$ cat src/hw/rtl/sdwq_pkg.sv
`default_nettype none
package sdwq_pkg;

  localparam int QUEUE_DEPTH_DEF = 16;
  // most entries woken by one tick
  localparam int WAKE_LIMIT      = 16;

  localparam logic MODE_TICK  = 1'b0;
  localparam logic MODE_SLEEP = 1'b1;

  localparam logic KIND_WAKE = 1'b0;
  localparam logic KIND_ANS  = 1'b1;

  localparam logic [2:0] ST_OK       = 3'd0;
  localparam logic [2:0] ST_YIELD    = 3'd1;
  localparam logic [2:0] ST_NEGATIVE = 3'd2;
  localparam logic [2:0] ST_IDLE_THR = 3'd3;
  localparam logic [2:0] ST_FULL     = 3'd4;

  typedef struct packed {
    logic               mode;
    logic [7:0]         thread_id;
    logic signed [31:0] sleep_ticks;
  } in_item_t;

  typedef struct packed {
    logic       kind;
    logic [7:0] woken_or_req_id;
    logic [2:0] status;
    logic       last;
  } out_item_t;

  typedef struct packed {
    logic [63:0] deadline;
    logic [7:0]  thread;
  } entry_t;

  // controller -> datapath
  typedef struct packed {
    logic take;       // latch input item
    logic tick_inc;   // advance tick count
    logic calc_dl;    // deadline, tail slot
    logic rd_prev;    // read entry before insert slot
    logic shift;      // move read entry up one slot
    logic ins;        // write new entry at insert slot
    logic rd_head;    // read queue front
    logic pop;        // drop front, keep its id as pending
    logic emit_ans;   // answer to sleep request
    logic emit_wake;  // pending woken id
    logic emit_last;
  } cmd_t;

  // datapath -> controller
  typedef struct packed {
    logic       is_sleep;
    logic [2:0] sleep_code;
    logic       count_zero;
    logic       pos_zero;
    logic       rd_le;     // read deadline <= new deadline
    logic       due;       // read deadline <= tick count
    logic       out_free;
  } stat_t;

endpackage
`default_nettype wire

$ cat src/hw/rtl/sleep_deadline_wakeup_queue.sv
`default_nettype none
// Sorted timer wake-up queue. Keeps a 64-bit count of tick items and up
// to QUEUE_DEPTH sleeping threads ordered by wake deadline, held in a
// circular buffer in one RAM. A sleep request (mode 1) always gets exactly one
// answer: yield for zero ticks, ignored for negative ticks or for the
// configured idle thread, full when the queue is full, otherwise the thread
// is queued at now + ticks (saturating), behind all entries with an equal or
// earlier deadline. A tick (mode 0) advances the count, then wakes due
// entries front first, up to 16 per tick, with last set on the final one; a
// tick that wakes nothing gives no result. One item is worked at a time:
// a queued request walks down from the tail past each entry with a later
// deadline (each step is one RAM read then one write), and a tick reads
// the front once per woken thread, stopping at an entry not yet due.
// Any step that emits a result waits while out_stall holds the output
// register full. The output register lets a result wait for the consumer
// while the next item is taken. Configure idle_thread_id (cfg_we,
// cfg_data) only while the block is idle.
module sleep_deadline_wakeup_queue #(
  parameter int QUEUE_DEPTH = sdwq_pkg::QUEUE_DEPTH_DEF
) (
  input  wire logic                clk,
  input  wire logic                rst,
  // input item channel
  input  wire logic                in_valid,
  output logic                     in_stall,
  input  wire sdwq_pkg::in_item_t  in_data,
  // result channel
  output logic                     out_valid,
  input  wire logic                out_stall,
  output sdwq_pkg::out_item_t      out_data,
  // idle_thread_id register
  input  wire logic                cfg_we,
  input  wire logic [7:0]          cfg_data
);

  sdwq_pkg::cmd_t  cmd;
  sdwq_pkg::stat_t st;

  // sequencer: decode, insert walk, wake loop, transfer hand-off
  sdwq_ctrl u_ctrl (
    .clk     (clk),
    .rst     (rst),
    .in_valid(in_valid),
    .in_stall(in_stall),
    .st      (st),
    .cmd     (cmd)
  );

  // tick count, queue RAM and pointers, output register
  sdwq_dp #(
    .QUEUE_DEPTH(QUEUE_DEPTH)
  ) u_dp (
    .clk      (clk),
    .rst      (rst),
    .in_data  (in_data),
    .out_data (out_data),
    .out_valid(out_valid),
    .out_stall(out_stall),
    .cfg_we   (cfg_we),
    .cfg_data (cfg_data),
    .cmd      (cmd),
    .st       (st)
  );

endmodule
`default_nettype wire

$ cat src/hw/rtl/sdwq_ram.sv
`default_nettype none
module sdwq_ram #(
  parameter int WIDTH  = 72,
  parameter int DEPTH  = 16,
  parameter int ADDR_W = (DEPTH > 1) ? $clog2(DEPTH) : 1
) (
  input  wire logic              clk,
  input  wire logic              we,
  input  wire logic [ADDR_W-1:0] waddr,
  input  wire logic [WIDTH-1:0]  wdata,
  input  wire logic              re,
  input  wire logic [ADDR_W-1:0] raddr,
  output logic      [WIDTH-1:0]  rdata
);

  logic [WIDTH-1:0] mem [DEPTH];

  always_ff @(posedge clk) begin
    if (we) begin
      mem[waddr] <= wdata;
    end
    if (re) begin
      rdata <= mem[raddr];
    end
  end

endmodule
`default_nettype wire

$ cat src/hw/rtl/sdwq_ctrl.sv
`default_nettype none
module sdwq_ctrl (
  input  wire logic           clk,
  input  wire logic           rst,
  input  wire logic           in_valid,
  output logic                in_stall,
  input  wire sdwq_pkg::stat_t st,
  output sdwq_pkg::cmd_t       cmd
);

  localparam logic [2:0] S_IDLE = 3'd0;
  localparam logic [2:0] S_DEC  = 3'd1;
  localparam logic [2:0] S_ANS  = 3'd2;
  localparam logic [2:0] S_IPOS = 3'd3;
  localparam logic [2:0] S_ICMP = 3'd4;
  localparam logic [2:0] S_WCHK = 3'd5;
  localparam logic [2:0] S_WCMP = 3'd6;
  localparam logic [2:0] S_WEND = 3'd7;

  localparam int NW = $clog2(sdwq_pkg::WAKE_LIMIT + 1);

  logic [2:0]    state, state_next;
  logic [NW-1:0] n, n_next;
  logic          pend, pend_next;

  assign in_stall = (state != S_IDLE);

  always_comb begin
    cmd        = '0;
    state_next = state;
    n_next     = n;
    pend_next  = pend;
    unique case (state)
      S_IDLE: begin
        if (in_valid) begin
          cmd.take   = 1'b1;
          state_next = S_DEC;
        end
      end
      S_DEC: begin
        if (!st.is_sleep) begin
          cmd.tick_inc = 1'b1;
          n_next       = '0;
          pend_next    = 1'b0;
          state_next   = S_WCHK;
        end else if (st.sleep_code != sdwq_pkg::ST_OK) begin
          state_next = S_ANS;
        end else begin
          cmd.calc_dl = 1'b1;
          state_next  = S_IPOS;
        end
      end
      S_ANS: begin
        if (st.out_free) begin
          cmd.emit_ans = 1'b1;
          state_next   = S_IDLE;
        end
      end
      S_IPOS: begin
        if (st.pos_zero) begin
          cmd.ins    = 1'b1;
          state_next = S_ANS;
        end else begin
          cmd.rd_prev = 1'b1;
          state_next  = S_ICMP;
        end
      end
      S_ICMP: begin
        if (st.rd_le) begin
          cmd.ins    = 1'b1;
          state_next = S_ANS;
        end else begin
          cmd.shift  = 1'b1;
          state_next = S_IPOS;
        end
      end
      S_WCHK: begin
        if (!st.count_zero && (n < NW'(sdwq_pkg::WAKE_LIMIT))) begin
          cmd.rd_head = 1'b1;
          state_next  = S_WCMP;
        end else begin
          state_next = S_WEND;
        end
      end
      S_WCMP: begin
        if (!st.due) begin
          state_next = S_WEND;
        end else if (!pend || st.out_free) begin
          // a further due entry: the held one is not the last
          cmd.emit_wake = pend;
          cmd.emit_last = 1'b0;
          cmd.pop       = 1'b1;
          pend_next     = 1'b1;
          n_next        = n + 1'b1;
          state_next    = S_WCHK;
        end
      end
      S_WEND: begin
        if (!pend) begin
          state_next = S_IDLE;
        end else if (st.out_free) begin
          cmd.emit_wake = 1'b1;
          cmd.emit_last = 1'b1;
          state_next    = S_IDLE;
        end
      end
      default: state_next = S_IDLE;
    endcase
  end

  always_ff @(posedge clk) begin
    if (rst) begin
      state <= S_IDLE;
      n     <= '0;
      pend  <= 1'b0;
    end else begin
      state <= state_next;
      n     <= n_next;
      pend  <= pend_next;
    end
  end

endmodule
`default_nettype wire

$ cat src/hw/rtl/sdwq_dp.sv
`default_nettype none
module sdwq_dp #(
  parameter int QUEUE_DEPTH = sdwq_pkg::QUEUE_DEPTH_DEF
) (
  input  wire logic                clk,
  input  wire logic                rst,
  input  wire sdwq_pkg::in_item_t  in_data,
  output sdwq_pkg::out_item_t      out_data,
  output logic                     out_valid,
  input  wire logic                out_stall,
  input  wire logic                cfg_we,
  input  wire logic [7:0]          cfg_data,
  input  wire sdwq_pkg::cmd_t      cmd,
  output sdwq_pkg::stat_t          st
);

  localparam int AW = (QUEUE_DEPTH > 1) ? $clog2(QUEUE_DEPTH) : 1;
  localparam int CW = $clog2(QUEUE_DEPTH + 1);
  localparam int SW = CW + 1;
  localparam int EW = $bits(sdwq_pkg::entry_t);

  logic [63:0]        tick_count;
  logic [CW-1:0]      count;
  logic [AW-1:0]      head;
  logic [7:0]         idle_id;
  sdwq_pkg::in_item_t req;
  logic               queued;   // request went into the queue
  logic [63:0]        new_dl;
  logic [CW-1:0]      pos;
  logic [AW-1:0]      pos_phys;
  logic [7:0]         pend_id;

  sdwq_pkg::entry_t rd_entry, wr_entry;
  logic [EW-1:0]    rdata;
  logic [AW-1:0]    raddr, prev_phys, head_inc, tail;
  logic [SW-1:0]    tail_sum;
  logic [64:0]      dl_sum;
  logic [2:0]       code;

  assign rd_entry = sdwq_pkg::entry_t'(rdata);

  assign head_inc  = (head == AW'(QUEUE_DEPTH - 1)) ? '0 : head + 1'b1;
  assign prev_phys = (pos_phys == '0) ? AW'(QUEUE_DEPTH - 1) : pos_phys - 1'b1;
  assign tail_sum  = SW'(head) + SW'(count);
  assign tail      = (tail_sum >= SW'(QUEUE_DEPTH)) ? AW'(tail_sum - SW'(QUEUE_DEPTH))
                                                    : AW'(tail_sum);
  assign dl_sum    = {1'b0, tick_count} + {33'd0, req.sleep_ticks};

  always_comb begin
    if (req.sleep_ticks == '0) begin
      code = sdwq_pkg::ST_YIELD;
    end else if (req.sleep_ticks[31]) begin
      code = sdwq_pkg::ST_NEGATIVE;
    end else if (req.thread_id == idle_id) begin
      code = sdwq_pkg::ST_IDLE_THR;
    end else if (count == CW'(QUEUE_DEPTH)) begin
      code = sdwq_pkg::ST_FULL;
    end else begin
      code = sdwq_pkg::ST_OK;
    end
  end

  assign raddr = cmd.rd_head ? head : prev_phys;
  assign wr_entry = cmd.shift ? rd_entry
                              : sdwq_pkg::entry_t'{deadline: new_dl, thread: req.thread_id};

  sdwq_ram #(
    .WIDTH (EW),
    .DEPTH (QUEUE_DEPTH),
    .ADDR_W(AW)
  ) u_ram (
    .clk  (clk),
    .we   (cmd.shift | cmd.ins),
    .waddr(pos_phys),
    .wdata(wr_entry),
    .re   (cmd.rd_head | cmd.rd_prev),
    .raddr(raddr),
    .rdata(rdata)
  );

  assign st.is_sleep   = (req.mode == sdwq_pkg::MODE_SLEEP);
  assign st.sleep_code = code;
  assign st.count_zero = (count == '0);
  assign st.pos_zero   = (pos == '0);
  assign st.rd_le      = (rd_entry.deadline <= new_dl);
  assign st.due        = (rd_entry.deadline <= tick_count);
  assign st.out_free   = !out_valid || !out_stall;

  always_ff @(posedge clk) begin
    if (rst) begin
      tick_count <= '0;
      count      <= '0;
      head       <= '0;
      idle_id    <= '0;
      out_valid  <= 1'b0;
    end else begin
      if (cfg_we) begin
        idle_id <= cfg_data;
      end
      if (cmd.tick_inc) begin
        tick_count <= tick_count + 64'd1;
      end
      if (cmd.ins) begin
        count <= count + 1'b1;
      end else if (cmd.pop) begin
        count <= count - 1'b1;
        head  <= head_inc;
      end
      if (cmd.emit_ans || cmd.emit_wake) begin
        out_valid <= 1'b1;
      end else if (!out_stall) begin
        out_valid <= 1'b0;
      end
    end
  end

  always_ff @(posedge clk) begin
    if (cmd.take) begin
      req    <= in_data;
      queued <= 1'b0;
    end else if (cmd.ins) begin
      queued <= 1'b1;
    end
    if (cmd.calc_dl) begin
      new_dl   <= dl_sum[64] ? '1 : dl_sum[63:0];
      pos      <= count;
      pos_phys <= tail;
    end else if (cmd.shift) begin
      pos      <= pos - 1'b1;
      pos_phys <= prev_phys;
    end
    if (cmd.pop) begin
      pend_id <= rd_entry.thread;
    end
    // count has already moved on for a queued request, so its code is fixed
    if (cmd.emit_ans) begin
      out_data <= '{kind: sdwq_pkg::KIND_ANS, woken_or_req_id: req.thread_id,
                    status: queued ? sdwq_pkg::ST_OK : code, last: 1'b1};
    end else if (cmd.emit_wake) begin
      out_data <= '{kind: sdwq_pkg::KIND_WAKE, woken_or_req_id: pend_id,
                    status: sdwq_pkg::ST_OK, last: cmd.emit_last};
    end
  end

endmodule
`default_nettype wire

$ cat config.mk
export PLATFORM = sky130hd
export DESIGN_NAME = sleep_deadline_wakeup_queue
export DESIGN_NICKNAME = d
export VERILOG_FILES = /design/src/hw/rtl/sdwq_pkg.sv /design/src/hw/rtl/sleep_deadline_wakeup_queue.sv /design/src/hw/rtl/sdwq_ram.sv /design/src/hw/rtl/sdwq_ctrl.sv /design/src/hw/rtl/sdwq_dp.sv
export SDC_FILE = /design/constraint.sdc
export NUM_CORES = 2
export LEC_CHECK = 0
export BUFFER_PORTS_ARGS = -buffer_cell sky130_fd_sc_hd__buf_2
export CAP_MARGIN = 30
export CORE_MARGIN = 1.5
export CORE_UTILIZATION = 35
export CTS_BUF_LIST = sky130_fd_sc_hd__clkbuf_4 sky130_fd_sc_hd__clkbuf_8
export DETAILED_ROUTE_END_ITERATION = 7
export GPL_ROUTABILITY_DRIVEN = 0
export MAX_ROUTING_LAYER = met4
export PLACE_DENSITY = 0.56
export SYNTH_ARGS = -nofsm -noshare
export SYNTH_HDL_FRONTEND = slang
export SYNTH_SLANG_ARGS = --single-unit
export TNS_END_PERCENT = 100
$ cat constraint.sdc
create_clock -name clk -period 16.8 [get_ports clk]
set_input_delay 3.36 -clock clk [delete_from_list [all_inputs] [get_ports clk]]
set_output_delay 3.36 -clock clk [all_outputs]
set_load 0.005 [all_outputs]
==> results.sh <==
export IMPL_status="completed"
export IMPL_power_frac_clock=0.378
export IMPL_cts_clk_slew_worst_paths_ns=0.07
export IMPL_ant_nets=0
export IMPL_finalSetupViolations=0
export IMPL_post_route_min_period_ns=5.46
export IMPL_row_count=153
export IMPL_busiest_layer="met2"
export IMPL_synth_seq_area_share=0.694
export IMPL_final_fill_count=15900
export IMPL_critPathRequiredTime_ns=13.44
export IMPL_post_cts_resized=0
export IMPL_area_delta_synth_final_pct=13.3
export IMPL_dieArea_mm2=0.178
export IMPL_cts_buffers=225
export IMPL_drt_total_wl_mm=154
export IMPL_post_dp_cell_area_mm2=0.0652
export IMPL_crit_chain="or3_1 -> buf_2"
export IMPL_async_flop_share=0
export IMPL_drv_slew=0
export IMPL_p_sw_mw=1.88
export IMPL_clock_path_buffers=3
export IMPL_grt_pass1_vias=35000
export IMPL_hpwl_mm=86.1
export IMPL_synth_edf_count=1357
export IMPL_mostFrequentLayoutCell="edfxtp_1"
export IMPL_cts_tree="yes"
export IMPL_post_cts_buffers=0
export IMPL_worst_hold_path_type="reg2reg"
export IMPL_vias=34400
export IMPL_p_comb_frac=0.090
export IMPL_max_slew_margin=0.297
export IMPL_initial_core_util=0.353
export IMPL_crit_buf_inv=1
export IMPL_critical_path_class="reg2out"
export IMPL_peakVddDrop_uv=80.0
export IMPL_grt_util_met2=0.273
export IMPL_drive_gt1_frac=0.215
export IMPL_cts_max_level=4
export IMPL_synth_distinct_cells=83
export IMPL_yosysWarnings=0
export IMPL_drc_errors=0
export IMPL_nets=4264
export IMPL_ys_seq_elements=1451
export IMPL_crit_path_top_delay_cell="or3_1"
export IMPL_tns_ns=0
export IMPL_crit_arrival_ns=2.10
export IMPL_syn_inst=3768
export IMPL_viasPerCell=5.25
export IMPL_regArea_mm2=0.0426
export IMPL_critPathCaptureType="output port"
export IMPL_cts_hold_fix_buffers=0
export IMPL_avgSynthCellArea_um2=16.3
export IMPL_io_buffers=68
export IMPL_max_freq_mhz=183
export IMPL_drt_iter0_markers=2997
export IMPL_antenna_found_initial=5
export IMPL_grt_pass1_wl_mm=227
export IMPL_p_seq_frac=0.532
export IMPL_grt_use_met1=0.239
export IMPL_p_per_area_mw_per_mm2=111
export IMPL_clock_skew_ns=0.0652
export IMPL_min_from="u_dp.u_ram.rdata[5]$_DFFE_PP_"
export IMPL_period_share=0.325
export IMPL_synth_nets=4000
export IMPL_multiInputGateArea_mm2=0.0176
export IMPL_met3_usage=0.0305
export IMPL_die_x_um=422
export IMPL_power_leakage_nw=23.0
export IMPL_grt_max_degree=145
export IMPL_hold_slack_ns=0.446
export IMPL_cp_start_kind="flop"
export IMPL_avgRoutedWirePerCell_um=23.5
export IMPL_stdcell_area_mm2=0.0697
export IMPL_p_int_mw=5.82
export IMPL_critPathMaxFanout=17
export IMPL_reg2reg_from="u_dp.u_ram.rdata[31]$_DFFE_PP_"
export IMPL_synth_main_ff_cell="edfxtp_1"
export IMPL_critPathMaxStageDelay_ns=0.49
export IMPL_die_height_um=422
export IMPL_hold_violations=0
export IMPL_cap_violations=0
export IMPL_final_cell_mix="edfxtp_1 (1357), nand2_1 (358), mux4_2 (288)"
export IMPL_startpoint="u_ctrl.state[1]$_SDFFE_PP0P_"
export IMPL_grt_use_total=0.176
export IMPL_switching_share=0.244
export IMPL_rsz0062_at_grt="no"
export IMPL_cts_sinks=1451
export IMPL_clkLatencyLatePin_ns=0.98
export IMPL_core_mm2=0.174
export IMPL_cts_root_buf="clkbuf_8"
export IMPL_tightest_slew_ns=1.05
export IMPL_dr_pass1_iters=5
export IMPL_grt_overflow=0
export IMPL_syn_area_mm2=0.0615
export IMPL_pin_count=69
export IMPL_crit_family="simple AND/OR/NAND/NOR gates"
cells in the mapped netlist (all sizes together) (15+ instances only):
cell type	n	area share
dfxtp	94	0.031
nand4	62	0.0064
a211oi	81	0.0099
ha	175	0.036
edfxtp	1357	0.66
a21oi	120	0.0098
xnor2	95	0.014
o21ai	134	0.011
nand3	59	0.0049
nor4	26	0.0034
a31oi	91	0.0093
mux2i	15	0.0026
mux4	288	0.11
nand2	360	0.022
and3	21	0.0021
and2	77	0.0078
nor2	156	0.0099
inv	162	0.0099
clkbuf	94	0.0058
a21o	30	0.0037
nand2b	16	0.0017
buf	68	0.0075
nor3	49	0.0043
cell type report:
type,instances,share of cell area
clock buffers,295,0.0523
clock inverters,118,0.0106
multi-input cells,1993,0.253
well taps,2325,0.0418
diodes,5,0.000180
flip-flops and latches,1451,0.612
repair buffers,199,0.0218
inverters,162,0.00873
stage by stage:
step | worst slack, ns | power (mW) | cells | util
after floorplan | 10.04 | 4.65 | 3768 | -
after global placement | 10.70 | 4.86 | 6121 | 0.374
after detailed placement | 11.33 | 4.87 | 6127 | 0.374
after CTS | 11.25 | 7.78 | 6540 | 0.399
after global routing | 11.19 | 7.99 | 6547 | 0.400
final | 11.34 | 7.70 | 6548 | 0.400
power groups by stage:
stage          clock network [mW]  registers, mW  logic (mW)
2_1_floorplan                   0           4.15       0.496
3_3_place_gp                    0           4.17       0.690
3_5_place_dp                    0           4.17       0.701
4_1_cts                      2.98           4.10       0.703
5_1_grt                      3.13           4.10       0.765
6_report                     2.91           4.10       0.696
flip-flops by register name, indices dropped and copies added, names as in the netlist:
register / flops
u_ctrl.n: 5
u_ctrl.pend: 1
u_ctrl.state: 3
u_dp.count: 5
u_dp.head: 4
u_dp.idle_id: 8
u_dp.new_dl: 64
u_dp.out_data: 13
u_dp.out_valid: 1
u_dp.pend_id: 8
u_dp.pos: 5
u_dp.pos_phys: 4
u_dp.queued: 1
u_dp.req: 40
u_dp.st: 1
u_dp.tick_count: 64
u_dp.u_ram.mem: 1152
u_dp.u_ram.rdata: 72
cell families after synthesis:
| logic type | count (synthesis) | share of synthesized area |
|---|---|---|
| mux | 316 | 0.111 |
| fa+ha+maj | 178 | 0.0366 |
| compound gates | 527 | 0.0535 |
| xor+xnor | 104 | 0.0148 |
| buf+inv | 324 | 0.0231 |
| flops | 1451 | 0.694 |
| simple gates | 868 | 0.0676 |
worst reg2reg max path, delay by kind of cell (launching register included):
| kind | cells | cell delay (ns) |
|---|---|---|
| flip-flops | 1 | 0.48 |
| adder cells (fa/ha/maj) | 2 | 0.86 |
| buffers and inverters | 2 | 0.26 |
| AND/OR/NAND/NOR | 7 | 2.65 |
| AO/OA/AOI/OAI | 4 | 0.73 |
layer usage:
metal,vias to the layer above,part of all wire
li1,15400,-
met2,936,0.47
met5,-,0
met4,0,0.022
met3,235,0.054
met1,17800,0.46
final timing paths:
kind | to | slack [ns] | cells past startpoint
worst max-delay path | in_stall | 11.34 | 2
worst min-delay path | u_dp.pend_id[5]$_DFFE_PP_ | 0.45 | 0
worst max register to register | u_dp.count[4]$_SDFFE_PP0P_ | 11.73 | 15
worst min register to register | u_dp.pend_id[5]$_DFFE_PP_ | 0.45 | 0
Note: power is estimated with default switching activity, not from simulation.
